--- config.mk ---
export PLATFORM = sky130hd
export DESIGN_NAME = sacm_front
export DESIGN_NICKNAME = d
export VERILOG_FILES = /design/src/rtl/core/sacm_pkg.sv /design/src/rtl/core/sacm_front.sv
export SDC_FILE = /design/constraint.sdc
export NUM_CORES = 1
export LEC_CHECK = 0
export BUFFER_PORTS_ARGS = -buffer_cell sky130_fd_sc_hd__buf_2
export CAP_MARGIN = 10
export CORE_MARGIN = 4
export CORE_UTILIZATION = 50
export CTS_BUF_LIST = sky130_fd_sc_hd__clkbuf_8
export CTS_CLUSTER_DIAMETER = 100
export DETAILED_ROUTE_END_ITERATION = 12
export HOLD_SLACK_MARGIN = 0.05
export PLACE_DENSITY = 0.78
export REMOVE_ABC_BUFFERS = 1
export SLEW_MARGIN = 10
export SYNTH_ARGS = -nofsm -noshare
export SYNTH_HDL_FRONTEND = slang
export SYNTH_SLANG_ARGS = --single-unit
--- constraint.sdc ---
create_clock -name clock -period 3.3 [get_ports clock]
set_clock_uncertainty 0.05 [all_clocks]
set_input_delay 0.33 -clock clock [delete_from_list [all_inputs] [get_ports clock]]
set_output_delay 0.33 -clock clock [all_outputs]
set_load 0.05 [all_outputs]
--- src/rtl/core/sacm_pkg.sv ---
// Shared types and constants of the set-associative cache tag model.
package sacm_pkg;

   // Configuration register indexes
   localparam logic [2:0] CSR_LINE_SIZE_LOG2 = 3'd0;
   localparam logic [2:0] CSR_SET_COUNT_LOG2 = 3'd1;
   localparam logic [2:0] CSR_WAYS_IN_USE    = 3'd2;
   localparam logic [2:0] CSR_WRITE_POLICY   = 3'd3;
   localparam logic [2:0] CSR_REPLACE_POLICY = 3'd4;
   localparam logic [2:0] CSR_HIT_TIME       = 3'd5;
   localparam logic [2:0] CSR_MISS_PENALTY   = 3'd6;

   // Policy codes
   localparam logic       WP_WRITE_BACK    = 1'b0;
   localparam logic       WP_WRITE_THROUGH = 1'b1;
   localparam logic [1:0] RP_RANDOM        = 2'd0;
   localparam logic [1:0] RP_FIFO          = 2'd1;
   localparam logic [1:0] RP_LRU           = 2'd2;

   // Random victim generator
   localparam logic [15:0] LFSR_SEED = 16'hACE1;
   localparam logic [15:0] LFSR_TAPS = 16'hB400;

   typedef struct packed {
      logic [2:0]  line_size_log2;
      logic [3:0]  set_count_log2;
      logic [3:0]  ways_in_use;
      logic        write_policy;
      logic [1:0]  replace_policy;
      logic [15:0] hit_time;
      logic [15:0] miss_penalty;
   } cfg_type;

   typedef struct packed {
      logic        hit;
      logic [31:0] hit_count;
      logic [31:0] miss_count;
      logic [47:0] elapsed_time;
      logic [47:0] total_access_time;
   } rsp_type;

   // One step of the Galois LFSR
   function automatic logic [15:0] lfsr_step(input logic [15:0] x);
      logic [15:0] y;
      y = x >> 1;
      if (x[0]) begin
         y = y ^ LFSR_TAPS;
      end
      return y;
   endfunction

endpackage

--- src/rtl/core/sacm_front.sv ---
// Front end: splits each address into set and tag and queues the transaction.
module sacm_front #(
   parameter int MAX_SETS  = 256,
   parameter int ADDR_BITS = 32,
   parameter int SET_W     = 8
) (
   input  logic                  clock,
   input  logic                  reset,
   input  sacm_pkg::cfg_type     cfg,
   input  logic                  push,
   output logic                  full,
   input  logic [ADDR_BITS-1:0]  address,
   input  logic                  mode,
   output logic                  empty,
   input  logic                  pop,
   output logic [SET_W-1:0]      head_set,
   output logic [ADDR_BITS-1:0]  head_tag,
   output logic                  head_mode
);
   import sacm_pkg::*;

   localparam int SL_MAX = $clog2(MAX_SETS);

   logic [ADDR_BITS-1:0] line_no;
   logic [3:0]           sl;
   logic [SET_W:0]       mask_wide;
   logic [SET_W-1:0]     set_c;
   logic [ADDR_BITS-1:0] tag_c;

   logic [SET_W-1:0]     set_ff  [2];
   logic [ADDR_BITS-1:0] tag_ff  [2];
   logic                 mode_ff [2];
   logic                 wr_ptr_ff, wr_ptr_in, rd_ptr_ff, rd_ptr_in;
   logic [1:0]           cnt_ff, cnt_in;
   logic                 do_push, do_pop;

   // Address split under the current geometry
   always_comb begin
      line_no   = address >> cfg.line_size_log2;
      sl        = (cfg.set_count_log2 > 4'(SL_MAX)) ? 4'(SL_MAX) : cfg.set_count_log2;
      mask_wide = {(SET_W+1){1'b1}} << sl;
      set_c     = line_no[SET_W-1:0] & ~mask_wide[SET_W-1:0];
      tag_c     = line_no >> sl;
   end

   assign full      = (cnt_ff == 2'd2);
   assign empty     = (cnt_ff == 2'd0);
   assign do_push   = push && !full;
   assign do_pop    = pop && !empty;
   assign head_set  = set_ff[rd_ptr_ff];
   assign head_tag  = tag_ff[rd_ptr_ff];
   assign head_mode = mode_ff[rd_ptr_ff];

   // Queue pointers
   always_comb begin
      wr_ptr_in = do_push ? !wr_ptr_ff : wr_ptr_ff;
      rd_ptr_in = do_pop  ? !rd_ptr_ff : rd_ptr_ff;
      cnt_in    = cnt_ff + 2'(do_push) - 2'(do_pop);
   end

   always_ff @(posedge clock) begin
      if (reset) begin
         wr_ptr_ff <= 1'b0;
         rd_ptr_ff <= 1'b0;
         cnt_ff    <= 2'd0;
      end else begin
         wr_ptr_ff <= wr_ptr_in;
         rd_ptr_ff <= rd_ptr_in;
         cnt_ff    <= cnt_in;
      end
   end

   // Queue payload
   always_ff @(posedge clock) begin
      if (do_push) begin
         set_ff[wr_ptr_ff]  <= set_c;
         tag_ff[wr_ptr_ff]  <= tag_c;
         mode_ff[wr_ptr_ff] <= mode;
      end
   end

endmodule

# Word level (Yosys, flattened, before mapping)
# Memory sizes are Yosys's and may differ from the RTL's. A register that Yosys moved wholly into a read port is not among the register bits.
# Cells that the tools add are included.
# op_classes
bitwise_logic	2
reduce_logical	7
n_eq_ne	1
shift	3
magnitude_cmp	1
n_mux	9
n_addsub	2
# op_table
operator	count
$shr 32x3->32	1
$shr 32x4->32	1
$shl 9x4->8 const A	1
$and 8x8->8	1
$mux 1	8
$not 8->8	1
$gt 4x4->1 const B	1
$logic_not 1->1	4
$mux 4	1
$add 2x1->2	1
$eq 2x2->1 const B	1
$logic_and 1x1->1	2
$logic_not 2->1	1
$sub 2x1->2	1
# totals
word_cells	31
regBits	4
mem_count	3
input_bits	83
ramBits	82
out_inout_bits	43
# memory_table
memory	depth	word_bits	rd	rd_ports_with_merged_regs	write_ports	line	source
tag_ff	2	32	1	1	1	sacm_front.sv:31	logic [ADDR_BITS-1:0] tag_ff [2];
set_ff	2	8	1	1	1	sacm_front.sv:30	logic [SET_W-1:0] set_ff [2];
mode_ff	2	1	1	1	1	sacm_front.sv:32	logic mode_ff [2];

# Depth between registers and ports, before layout
# logic_depth
ltp_word	5
ltp_mapped	9
ltp_nobuf	8

# Worst setup path after synthesis
# OpenSTA, ideal clock, no wires.
# synth_path
kind	reg2reg
from	register cnt_ff[0]
to	memory mode_ff[0] (enable)
path_slack_ns	0.521
synth_period_minus_slack_ns	2.779
setup_ns	0.439
arrival_time_ns	2.290
path_stages_with_launch	4
path_cell_list	dfxtp_1 > nand2b_1 > nand2_1 > nor2_1
# synth_between
elab_chain_cells	5
# synth_lines
element	line	source
start: declaration	sacm_front.sv:34	logic [1:0] cnt_ff, cnt_in;
start signal: assignment	sacm_front.sv:69	cnt_ff <= cnt_in;
$eq 2x2->1	sacm_front.sv:46	assign full = (cnt_ff == 2'd2);
$logic_not 1->1	sacm_front.sv:48	assign do_push = push && !full;
$logic_and 1x1->1	sacm_front.sv:48	
$mux 1	sacm_front.sv:75	if (do_push) begin
$mux 1 (not written as such)	sacm_front.sv:78	mode_ff[wr_ptr_ff] <= mode;
end: declaration	sacm_front.sv:32	
# Every way passes these cells.

# Worst setup path after layout
# layout_path
from	input port cfg[42] in the netlist's numbering
to	memory tag_ff[1][8], data pin
# layout_between
elab_chain_cells	3
# layout_lines
element	line	source
start: declaration	sacm_front.sv:9	input sacm_pkg::cfg_type cfg,
$gt 4x4->1	sacm_front.sv:40	sl = (cfg.set_count_log2 > 4'(SL_MAX)) ? 4'(SL_MAX) : cfg.set_count_log2;
$mux 4 *	sacm_front.sv:40	
$shr 32x4->32 *	sacm_front.sv:43	tag_c = line_no >> sl;
via tag_c[8]	sacm_front.sv:28	logic [ADDR_BITS-1:0] tag_c;
end: declaration	sacm_front.sv:31	
# The timed path passes the listed nets; every way through them passes the cells marked *.

==> flow_summary.yaml <==
hold_path:
  hp-class: "input pin to register"
  hold_depth: 1
detailed_routing:
  vias_per_cell: 6.89
  wl_mm: 21.8
  drtPass1Iterations: 6
  drt_iter0_drc: 787
  remaining_drc_errors: 0
  vias: 6493
  wl_per_cell_um: 23.1
  detail-route-antenna-nets: 0
timing:
  grt_setup_unrepaired: "false"
  setup_viol: 0
  worstMarginPinSlew_ns: 0.997
  finalCritPeriodShare_pct: 85.1
  fmax_mhz: 356
  min_period_ns: 2.81
  worst_slack_ns: 0.490
  finalHoldViolations: 0
  final_max_slew_viol_count: 0
  fin_tns_setup_ns: 0
  slew_headroom_pct: 32.9
worst_setup_path:
  cp_top_family: "simple AND/OR/NAND/NOR gates"
  worst-r2r-cell-count: 4
  worst-path-stages: 7
  critPathMaxStageDelay_ns: 0.88
  worstSetupEndpointType: "register"
  path_buf_inv: 1
  crit_fanout: 19
  cp_cell_sequence: "buf_2 > nand2b_1 > a2111oi_0 > nor4_1 > mux4_2 > nor2_1 > a221oi_1"
  rrSetupSlack_ns: 1.44
  worstPathRequired_ns: 3.36
  cp-start-kind: "input pin"
  path_class: "input pin to register"
  worstPathArrival_ns: 2.87
  critical_path.slowest_cell: "nor4_1"
synthesis:
  synth.top_cells.by_area: "edfxtp_1 35%, mux2_2 10%, mux4_2 5.5%"
  synth_top_area_share_pct: 35.2
  netlist_instances: 690
  ys_warn_count: 0
  avgSynthCellArea_um2: 10.1
  synth_flop_cell: "edfxtp_1"
  synth_edf_count: 82
  ys_seq_elements: 87
  synth_cell_type_count: 70
  syn_area_um2: 6990
  yosys.area.top_type: "edfxtp_1"
  async_reset_ff_share_pct: 0
  synth-seq-area-share_pct: 36.7
die:
  core.rowCount: 42
  die_x_um: 126
  chipHeight_um: 126
  coreArea_um2: 13500
  start_util_pct: 52.0
  ios: 126
  die_area_um2: 15900
clock_network:
  htree_levels: 3
  root_buffer: "clkbuf_8"
  cts-resized-gates: 0
  cts.clk_slew.worst_paths_ns: 0.08
  clk_latency_ns: 0.35
  clockBufferDepth: 2
  cts_tree: "yes"
  cts_buffers: 9
  postCtsHoldBufs: 0
  cts.sinks: 87
  postCtsSetupRepairBufs: 0
global_routing:
  track_usage_pct: 26.7
  grt-ovfl-total: 0
  grt_pass1_vias: 5950
  antenna_found_initial: 0
  grt_max_degree: 42
  grt_pass1_wl_mm: 34.1
finish:
  diodes: 0
  final_cell_mix: "86 x buf_2, 82 x edfxtp_1, 67 x nor2_1"
  layout-drive-gt1-share_pct: 31.4
  mostFrequentLayoutCell: "buf_2"
  fin_cells: 943
  layout.nets: 847
  area_delta_synth_final_pct: 12.1
power:
  ir_drop_mv: 0.246
  power_density_nw_per_um2: 571
  p_leak_nw: 2.94
placement:
  place.gp.congestion: 1.01
  pre_cts_ws_ns: 0.291
  dp_hpwl_mm: 16.0
  io_buffers: 86
  place_inst: 927
flow_run:
  cap_viol_max_count: 0
outcome:
  status: "complete, no violations"
==> registers in the layout (all words and copies together), names as in the netlist, named ones only <==
register and flops:
mode_ff 2, tag_ff 64, rd_ptr_ff 1, cnt_ff 2, set_ff 16, wr_ptr_ff 1
==> power by group <==
group          internal, W  switching (W)  leakage, nW
Clock             0.000417       0.000356        0.113
Sequential         0.00146       0.000122        0.814
Combinational     0.000670        0.00145         2.01
==> cell families after synthesis <==
family          Yosys count  synth area share, %
fa+ha+maj                 2                0.358
flops                    87                 36.7
xor+xnor                  5                0.627
simple gates            205                 14.5
buf+inv                  70                 5.28
compound gates          199                 20.8
mux                     122                 21.8
==> per-layer routing <==
| layer | part of all wire (%) | vias up | global-route usage [%] |
|---|---|---|---|
| met5 | 0 | - | 0 |
| met4 | 2.0 | 0 | 6.12 |
| met3 | 11 | 47 | 4.49 |
| met2 | 45 | 448 | 40.7 |
| met1 | 42 | 3107 | 39.9 |
| li1 | - | 2891 | - |
==> Yosys cell counts (5+ instances only) <==
library cell,count
edfxtp_1,82
nor2_1,68
mux2_2,65
nand2_1,40
mux2i_1,38
a21oi_1,34
clkbuf_1,26
a211oi_1,25
o22ai_1,25
buf_2,20
mux4_2,17
nand3_1,17
nor3_1,17
a22oi_1,14
o21ai_0,14
and3b_1,10
nand2b_1,9
nor2b_1,9
o211ai_1,9
o221ai_1,9
a221oi_1,7
and3_1,7
a2111oi_0,6
inv_1,6
or2_2,6
a221o_1,5
buf_1,5
buf_4,5
dfxtp_1,5
nor4_1,5
==> worst paths after layout <==
kind | start | end
worst max register to register | cnt_ff[0] | mode_ff[0]
worst min register to register | rd_ptr_ff | rd_ptr_ff
worst min-delay path | mode | mode_ff[1]
worst max-delay path | cfg[42] | tag_ff[1][8]
==> cell type report <==
cell class | instances | area [um2]
timing repair buffer | 123 | 746
clock inverter | 7 | 83.8
tap | 176 | 220
fill | 1153 | 5620
multi-input combinational | 533 | 4070
inverter | 8 | 30.0
sequential | 87 | 2560
clock buffer | 9 | 124
==> through the flow <==
step                      hold WS, ns  power, W  area, um2  utilization (%)
after floorplan                 0.352   0.00311       6650                -
after global placement          0.449   0.00366       7630             56.7
after detailed placement        0.458   0.00369       7630             56.7
after CTS                       0.117   0.00446       7840             58.3
after global routing            0.103   0.00466       7840             58.3
final                           0.128   0.00447       7840             58.3
Note: power is estimated with default switching activity, not from simulation.
